$ cat src/hdl/first_fit_free_list_allocator_macros.svh
// Assertion macros shared by the allocator RTL.
// Simulation builds get checked properties; synthesis builds get empty bodies.
`ifndef FIRST_FIT_FREE_LIST_ALLOCATOR_MACROS_SVH
`define FIRST_FIT_FREE_LIST_ALLOCATOR_MACROS_SVH
`ifndef SYNTHESIS
// Property clocked on clk_i, disabled while rst_ni is low.
`define FFA_ASSERT(lbl, prop, msg) \
  lbl: assert property (@(posedge clk_i) disable iff (!rst_ni) (prop)) else $error(msg);
// Property clocked on clk_i that also holds during reset.
`define FFA_ASSERT_NORST(lbl, prop, msg) \
  lbl: assert property (@(posedge clk_i) (prop)) else $error(msg);
`else
`define FFA_ASSERT(lbl, prop, msg)
`define FFA_ASSERT_NORST(lbl, prop, msg)
`endif
`endif

$ cat src/hdl/ffa_pkg.sv
// Shared constants, payload types and header-store port types for the allocator.
// No dependencies; every module file imports this package.
package ffa_pkg;

  // Arena geometry
  localparam int unsigned ARENA_UNITS = 4096;
  localparam int unsigned GROW_UNITS  = 1024;
  localparam int unsigned UNIT_BYTES  = 16;
  localparam int unsigned DEPTH       = ARENA_UNITS + 1;

  // Field widths
  localparam int unsigned AW   = 13;
  localparam int unsigned SW   = 13;
  localparam int unsigned NBW  = 16;
  localparam int unsigned MIDX = $clog2(DEPTH);

  // Walk bounds and their counter widths
  localparam int unsigned WALK_MAX = 2 * DEPTH + 8;
  localparam int unsigned LINK_MAX = DEPTH + 2;
  localparam int unsigned GW       = $clog2(WALK_MAX + 2);
  localparam int unsigned LGW      = $clog2(LINK_MAX + 2);

  typedef logic [AW-1:0] addr_t;
  typedef logic [SW-1:0] size_t;

  typedef enum logic {
    CMD_ALLOC = 1'b0,
    CMD_FREE  = 1'b1
  } cmd_e;

  typedef enum logic {
    ST_DONE  = 1'b0,
    ST_NOMEM = 1'b1
  } status_e;

  typedef struct packed {
    logic             cmd;
    logic [NBW-1:0]   nbytes;
    addr_t            block_addr;
  } ffa_req_t;

  typedef struct packed {
    logic  status;
    addr_t user_addr;
  } ffa_rsp_t;

  // Header store access: one read address, one write address for both arrays
  typedef struct packed {
    logic  rd_en;
    addr_t rd_addr;
    addr_t wr_addr;
    logic  wr_size_en;
    size_t wr_size;
    logic  wr_next_en;
    addr_t wr_next;
  } hdr_req_t;

  typedef struct packed {
    size_t rd_size;
    addr_t rd_next;
  } hdr_rsp_t;

endpackage

$ cat src/hdl/ffa_ctrl.sv
// Request sequencer: walks the free list, splits, grows the break and coalesces.
// Depends on ffa_pkg; drives the header store through one request struct.
`include "first_fit_free_list_allocator_macros.svh"

module ffa_ctrl (
  input  logic              clk_i,
  input  logic              rst_ni,
  input  logic              in_valid_i,
  input  ffa_pkg::ffa_req_t in_req_i,
  output logic              in_stall_o,
  output logic              rsp_valid_o,
  output ffa_pkg::ffa_rsp_t rsp_o,
  input  logic              rsp_ready_i,
  output ffa_pkg::hdr_req_t hreq_o,
  input  ffa_pkg::hdr_rsp_t hrsp_i
);
  import ffa_pkg::*;

  typedef enum logic [10:0] {
    S_IDLE     = 11'b00000000001,
    S_A_NEXT   = 11'b00000000010,
    S_A_CHECK  = 11'b00000000100,
    S_A_SPLIT  = 11'b00000001000,
    S_A_REWALK = 11'b00000010000,
    S_L_START  = 11'b00000100000,
    S_L_WALK   = 11'b00001000000,
    S_L_RDBP   = 11'b00010000000,
    S_L_RDN    = 11'b00100000000,
    S_L_MERGEP = 11'b01000000000,
    S_RESP     = 11'b10000000000
  } state_e;

  state_e         state_q, state_d;
  addr_t          rover_q, rover_d;
  addr_t          brk_q, brk_d;
  size_t          need_q, need_d;
  addr_t          prev_q, prev_d;
  addr_t          p_q, p_d;
  logic [GW-1:0]  guard_q, guard_d;
  addr_t          bp_q, bp_d;
  addr_t          lp_q, lp_d;
  addr_t          n_q, n_d;
  logic [LGW-1:0] lguard_q, lguard_d;
  size_t          bps_q, bps_d;
  addr_t          bpn_q, bpn_d;
  logic           grow_ctx_q, grow_ctx_d;
  ffa_rsp_t       res_q, res_d;

  logic [NBW:0]   nb_sum;
  size_t          need_in;
  size_t          nu;
  size_t          rem;
  logic           free_ok;
  logic           grow_fail;
  logic           found;
  logic           next_touch;
  logic           prev_touch;

  // Round the byte count up to units and add the header unit
  assign nb_sum  = {1'b0, in_req_i.nbytes} + (NBW+1)'(UNIT_BYTES - 1);
  assign need_in = SW'(nb_sum / UNIT_BYTES) + SW'(1);

  assign free_ok = (in_req_i.block_addr >= addr_t'(2)) &&
                   ((in_req_i.block_addr - addr_t'(1)) < brk_q);

  // Growth amount and arena-full test
  assign nu        = (need_q < size_t'(GROW_UNITS)) ? size_t'(GROW_UNITS) : need_q;
  assign grow_fail = (brk_q > addr_t'(DEPTH)) ||
                     ({1'b0, nu} > ((AW+1)'(DEPTH) - {1'b0, brk_q}));
  assign rem       = hrsp_i.rd_size - need_q;

  // Address-order slot test and neighbor adjacency
  assign found = ((bp_q > lp_q) && (bp_q < hrsp_i.rd_next)) ||
                 ((lp_q >= hrsp_i.rd_next) && ((bp_q > lp_q) || (bp_q < hrsp_i.rd_next)));
  assign next_touch = (({1'b0, bp_q} + {1'b0, hrsp_i.rd_size}) == {1'b0, n_q});
  assign prev_touch = (({1'b0, lp_q} + {1'b0, hrsp_i.rd_size}) == {1'b0, bp_q});

  assign in_stall_o  = (state_q != S_IDLE);
  assign rsp_valid_o = (state_q == S_RESP);
  assign rsp_o       = res_q;

  // Sequence one request through the header store
  always_comb begin
    state_d    = state_q;
    rover_d    = rover_q;
    brk_d      = brk_q;
    need_d     = need_q;
    prev_d     = prev_q;
    p_d        = p_q;
    guard_d    = guard_q;
    bp_d       = bp_q;
    lp_d       = lp_q;
    n_d        = n_q;
    lguard_d   = lguard_q;
    bps_d      = bps_q;
    bpn_d      = bpn_q;
    grow_ctx_d = grow_ctx_q;
    res_d      = res_q;
    hreq_o     = '0;

    unique case (state_q)
      S_IDLE: begin
        if (in_valid_i) begin
          if (in_req_i.cmd == CMD_ALLOC) begin
            need_d         = need_in;
            prev_d         = rover_q;
            guard_d        = '0;
            hreq_o.rd_en   = 1'b1;
            hreq_o.rd_addr = rover_q;
            state_d        = S_A_NEXT;
          end else begin
            grow_ctx_d      = 1'b0;
            res_d.status    = ST_DONE;
            res_d.user_addr = '0;
            if (free_ok) begin
              bp_d    = in_req_i.block_addr - addr_t'(1);
              state_d = S_L_START;
            end else begin
              state_d = S_RESP;
            end
          end
        end
      end

      S_A_NEXT: begin
        p_d            = hrsp_i.rd_next;
        hreq_o.rd_en   = 1'b1;
        hreq_o.rd_addr = hrsp_i.rd_next;
        state_d        = S_A_CHECK;
      end

      S_A_CHECK: begin
        if (guard_q > GW'(WALK_MAX)) begin
          res_d.status    = ST_NOMEM;
          res_d.user_addr = '0;
          state_d         = S_RESP;
        end else if (hrsp_i.rd_size >= need_q) begin
          rover_d         = prev_q;
          res_d.status    = ST_DONE;
          res_d.user_addr = p_q + addr_t'(1);
          if (hrsp_i.rd_size == need_q) begin
            // exact fit: unlink the block
            hreq_o.wr_addr    = prev_q;
            hreq_o.wr_next_en = 1'b1;
            hreq_o.wr_next    = hrsp_i.rd_next;
            state_d           = S_RESP;
          end else begin
            // shrink the block and carve the tail
            hreq_o.wr_addr    = p_q;
            hreq_o.wr_size_en = 1'b1;
            hreq_o.wr_size    = rem;
            p_d               = p_q + rem;
            state_d           = S_A_SPLIT;
          end
        end else if (p_q == rover_q) begin
          if (grow_fail) begin
            res_d.status    = ST_NOMEM;
            res_d.user_addr = '0;
            state_d         = S_RESP;
          end else begin
            hreq_o.wr_addr    = brk_q;
            hreq_o.wr_size_en = 1'b1;
            hreq_o.wr_size    = nu;
            bp_d              = brk_q;
            brk_d             = brk_q + nu;
            grow_ctx_d        = 1'b1;
            state_d           = S_L_START;
          end
        end else begin
          prev_d         = p_q;
          p_d            = hrsp_i.rd_next;
          hreq_o.rd_en   = 1'b1;
          hreq_o.rd_addr = hrsp_i.rd_next;
          guard_d        = guard_q + GW'(1);
        end
      end

      S_A_SPLIT: begin
        hreq_o.wr_addr    = p_q;
        hreq_o.wr_size_en = 1'b1;
        hreq_o.wr_size    = need_q;
        res_d.user_addr   = p_q + addr_t'(1);
        state_d           = S_RESP;
      end

      S_A_REWALK: begin
        prev_d         = rover_q;
        hreq_o.rd_en   = 1'b1;
        hreq_o.rd_addr = rover_q;
        guard_d        = guard_q + GW'(1);
        state_d        = S_A_NEXT;
      end

      S_L_START: begin
        lp_d           = rover_q;
        lguard_d       = '0;
        hreq_o.rd_en   = 1'b1;
        hreq_o.rd_addr = rover_q;
        state_d        = S_L_WALK;
      end

      S_L_WALK: begin
        if (lguard_q > LGW'(LINK_MAX)) begin
          state_d = grow_ctx_q ? S_A_REWALK : S_RESP;
        end else if (found) begin
          n_d            = hrsp_i.rd_next;
          hreq_o.rd_en   = 1'b1;
          hreq_o.rd_addr = bp_q;
          state_d        = S_L_RDBP;
        end else begin
          lp_d           = hrsp_i.rd_next;
          hreq_o.rd_en   = 1'b1;
          hreq_o.rd_addr = hrsp_i.rd_next;
          lguard_d       = lguard_q + LGW'(1);
        end
      end

      S_L_RDBP: begin
        bps_d = hrsp_i.rd_size;
        if (next_touch) begin
          hreq_o.rd_en   = 1'b1;
          hreq_o.rd_addr = n_q;
          state_d        = S_L_RDN;
        end else begin
          bpn_d             = n_q;
          hreq_o.wr_addr    = bp_q;
          hreq_o.wr_next_en = 1'b1;
          hreq_o.wr_next    = n_q;
          hreq_o.rd_en      = 1'b1;
          hreq_o.rd_addr    = lp_q;
          state_d           = S_L_MERGEP;
        end
      end

      S_L_RDN: begin
        // absorb the following free block
        bps_d             = bps_q + hrsp_i.rd_size;
        bpn_d             = hrsp_i.rd_next;
        hreq_o.wr_addr    = bp_q;
        hreq_o.wr_size_en = 1'b1;
        hreq_o.wr_size    = bps_q + hrsp_i.rd_size;
        hreq_o.wr_next_en = 1'b1;
        hreq_o.wr_next    = hrsp_i.rd_next;
        hreq_o.rd_en      = 1'b1;
        hreq_o.rd_addr    = lp_q;
        state_d           = S_L_MERGEP;
      end

      S_L_MERGEP: begin
        hreq_o.wr_addr    = lp_q;
        hreq_o.wr_next_en = 1'b1;
        if (prev_touch) begin
          hreq_o.wr_size_en = 1'b1;
          hreq_o.wr_size    = hrsp_i.rd_size + bps_q;
          hreq_o.wr_next    = bpn_q;
        end else begin
          hreq_o.wr_next = bp_q;
        end
        state_d = grow_ctx_q ? S_A_REWALK : S_RESP;
      end

      S_RESP: begin
        if (rsp_ready_i) begin
          state_d = S_IDLE;
        end
      end

      default: begin
        state_d = S_IDLE;
      end
    endcase
  end

  // Control state
  always_ff @(posedge clk_i or negedge rst_ni) begin
    if (!rst_ni) begin
      state_q    <= S_IDLE;
      rover_q    <= '0;
      brk_q      <= addr_t'(1);
      guard_q    <= '0;
      lguard_q   <= '0;
      grow_ctx_q <= 1'b0;
    end else begin
      state_q    <= state_d;
      rover_q    <= rover_d;
      brk_q      <= brk_d;
      guard_q    <= guard_d;
      lguard_q   <= lguard_d;
      grow_ctx_q <= grow_ctx_d;
    end
  end

  // Working registers of the current request
  always_ff @(posedge clk_i) begin
    need_q <= need_d;
    prev_q <= prev_d;
    p_q    <= p_d;
    bp_q   <= bp_d;
    lp_q   <= lp_d;
    n_q    <= n_d;
    bps_q  <= bps_d;
    bpn_q  <= bpn_d;
    res_q  <= res_d;
  end

  `FFA_ASSERT(a_rover_hold, (state_q != S_A_CHECK) |=> $stable(rover_q), "rover moved outside a grant")
  `FFA_ASSERT(a_brk_mono, 1'b1 |=> ((brk_q >= $past(brk_q)) && (brk_q <= addr_t'(DEPTH))), "heap break shrank or overran the arena")
  `FFA_ASSERT(a_walk_bound, guard_q <= GW'(WALK_MAX + 1), "allocate walk counter past its bound")

endmodule

$ cat config.mk
export PLATFORM = sky130hd
export DESIGN_NAME = ffa_ctrl
export DESIGN_NICKNAME = d
export VERILOG_FILES = /design/src/hdl/ffa_pkg.sv /design/src/hdl/ffa_ctrl.sv
export VERILOG_INCLUDE_DIRS = /design/src /design/src/hdl
export SDC_FILE = /design/constraint.sdc
export NUM_CORES = 1
export LEC_CHECK = 0
export BUFFER_PORTS_ARGS = -buffer_cell sky130_fd_sc_hd__buf_2
export CAP_MARGIN = 20
export CORE_ASPECT_RATIO = 1.25
export CORE_MARGIN = 3
export CORE_UTILIZATION = 50
export CTS_BUF_LIST = sky130_fd_sc_hd__clkbuf_16
export CTS_CLUSTER_DIAMETER = 80
export DETAILED_ROUTE_END_ITERATION = 6
export PLACE_DENSITY = 0.69
export SLEW_MARGIN = 20
export SYNTH_ARGS = -nofsm -noshare
export SYNTH_HDL_FRONTEND = slang
export SYNTH_SLANG_ARGS = --single-unit
$ cat constraint.sdc
create_clock -name clk_i -period 6.93 [get_ports clk_i]
set_input_delay 0.693 -clock clk_i [delete_from_list [all_inputs] [get_ports clk_i]]
set_output_delay 0.693 -clock clk_i [all_outputs]
set_load 0.05 [all_outputs]
==> reports/metrics.cfg <==
[status]
status=finished with violations
violations=design-rule violations

[cells_and_area]
fin_nets=2103
mostFrequentLayoutCells=nand2_1, nor2_1, ha_1, buf_2, o21ai_0
diodes=0
multi_input_area_um2=9690
layout.cells.most_common=nand2_1
utilization_pct=56.6
layout-area-overhead-vs-synth_pct=10.8
seqCellArea_um2=5170
nFillCells=2841
drive_gt1_share_pct=11.9

[sta]
period_minus_slack_ps=5940
finalCritPeriodShare_pct=85.7
report.final.slew_viol_count=0
rsz0062_at_grt=no
fmax_mhz=168
worst_slack_ps=993
finClkSkew_ps=10.7
slew-limit-headroom_pct=24.7
tns_ps=0
worstMarginPinSlew_ps=1130
hold_violations=0
finalSetupViolCount=0

[route]
via_per_inst=6.48
routed_wl_um=55300
ant_nets=0
drc=1
dr.pass1.iters=7
num_vias=15000
drtIter0Drc=1872
wire_per_inst_um=24.0

[clock_network]
cts_num_sinks=183
clock_path_buffers=2
postCtsSetupRepairBufs=0
clkTransAtPathRegs_ps=80
clockRootBuffer=clkbuf_16
htree_num_levels=4
clkLatencyLatePin_ps=460
cts_buffers=17
post_cts_resized=0
cts_tree=yes
cts_hold_repair.buffers=0

[power_and_ir_drop]
powerDensity_nw_per_um2=341
ir_drop_mv=0.176
p_leak_nw=7.47

[synth]
mappedNetlistNets=2001
yosysUniqueCellTypes=88
ys_async_sr_fraction_pct=35.5
ys.flop_type=edfxtp_1
syn_avg_cell_area_um2=8.64
ys_ff_latch=183
synth-seq-area-share_pct=33.4
synthesis.area_um2=15500
synthCells=1791
synth_edf_count=118
yosys_warnings=0

[placement]
gp_congestion=0.997
portBuffers=130
dp_hpwl_um=41900
pre_cts_slack_ps=1630

[grt]
grt_max_degree=66
grt_pass1_wl_um=83500
grt_pass1_vias=14400
gr-total-overflow=0
grt_use_total_pct=33.2
antenna_found_initial=0

[floorplanning]
initial_core_util_pct=51.1
die_w_um=163
dieHeight_um=203
num_io_pins=131
dieArea_um2=33100
core_area_um2=30300
num_rows=71

[setup_path]
path_class=reg -> out
startpoint_type=register
worstPathArrival_ps=5240
cp.required_ps=6240
critPathCaptureType=output port
crit_fanout=13

[worst_hold_path]
hold_class=in -> reg

[job]
maxCapViolCount=0

## registers in the layout, summed over array words and instances, names as in the netlist
register    count
bps_q          13
brk_q          13
need_q         13
lp_q           13
state_q        11
bp_q           13
grow_ctx_q      1
n_q            13
rsp_o          14
guard_q        14
lguard_q       13
bpn_q          13
rover_q        13
p_q            13
prev_q         13
## report_power, final
group / total (W) / internal, W / leakage [nW] / switching (W)
Combinational: 0.00280 / 0.000994 / 5.24 / 0.00181
Clock: 0.00103 / 0.000491 / 0.294 / 0.000536
Sequential: 0.00201 / 0.00152 / 1.94 / 0.000497
Total: 0.00584 / 0.00300 / 7.47 / 0.00284
## worst paths after layout
check | from | endpoint | slack (ps) | cells after the start
min in group asynchronous | rst_ni | lguard_q[2]$_DFFE_PN0P_ | 440 | 2
max reg2reg | brk_q[1]$_DFFE_PN0P_ | bp_q[3]$_DFFE_PP_ | 2340 | 15
min reg2reg | prev_q[11]$_DFFE_PP_ | rover_q[11]$_DFFE_PN0P_ | 480 | 2
min | in_valid_i | state_q[0]$_DFFE_PN1P_ | 430 | 2
max in group asynchronous | rst_ni | brk_q[12]$_DFFE_PN0P_ | 5900 | 2
max | brk_q[1]$_DFFE_PN0P_ | hreq_o[28] | 990 | 17
## through the flow
stage	power [W]	std cells	area [um2]	hold WS (ps)
floorplan	0.00384	1791	15500	397
global placement	0.00470	2274	16500	454
detailed placement	0.00474	2274	16500	459
CTS	0.00577	2306	17100	423
global route	0.00616	2307	17200	451
finish	0.00584	2307	17200	429
## routing by layer
metal  part of all wire [%]  wire [um]  vias to the layer above  track usage, %
met5                      0          0                        -               0
met4                    7.6       4180                        0            21.2
met3                    9.5       5250                      226            6.57
met2                     45      24800                      919            51.7
met1                     38      21100                     7017            42.0
li1                       -          -                     6788               -
## worst max-delay path, stage by stage (launching register included)
cell and delay [ps]:
dfrtp_1 480, inv_1 190, ha_1 270, inv_1 110
nor2_2 160, nand3_1 120, or3_1 340, xnor2_1 140
ha_1 300, a21o_1 160, a21oi_1 190, nand2b_1 80
a41oi_1 250, o211ai_2 220, nor2_1 720, a221oi_1 210
o221ai_1 460, buf_2 360
## cells in the mapped netlist, drive strengths merged, types with 6 or more instances
cell	n	area [um2]
nand2	255	957
nor2	162	623
ha	144	1800
o21ai	136	684
edfxtp	118	3540
inv	99	372
xnor2	92	806
a21oi	75	375
dfrtp	63	1580
xor2	59	517
clkbuf	51	191
nand3	46	230
nor3	43	220
nor4	30	200
a222oi	29	290
a21o	28	210
a22oi	28	210
nand4	23	144
nor2b	22	138
nand2b	20	125
o211ai	19	148
buf	17	87.6
or3	17	111
o21a	16	120
a221oi	15	131
and3	13	81.3
a31oi	12	75.1
a211oi	11	82.6
o21bai	10	75.1
a221o	7	70.1
mux2i	7	70.1
o31ai	7	57.6
or4	7	56.3
a2111oi	6	53.8
fa	6	120
mux2	6	67.6
nor3b	6	50.1
o2111ai	6	58.8
o41ai	6	78.8
## cell families after synthesis
group	count (synthesis)	share of synthesized area (%)
and+or+nand+nor	672	20.4
xor gates and xnor gates	152	8.69
buffers and inverters	169	4.25
muxes	13	0.889
adders and majority gates	152	12.5
AOI/OAI and AO/OA	450	19.8
DFF	183	33.4
## final cells by class
| type | instances | area share [%] |
|---|---|---|
| timing repair buffer | 151 | 4.71 |
| sequential | 183 | 30.2 |
| tap | 401 | 2.92 |
| inverter | 101 | 2.21 |
| clock inverter | 15 | 1.01 |
| multi-input combinational | 1439 | 56.5 |
| clock buffer | 17 | 2.48 |
No activity file was read; power rests on OpenSTA's default activity.
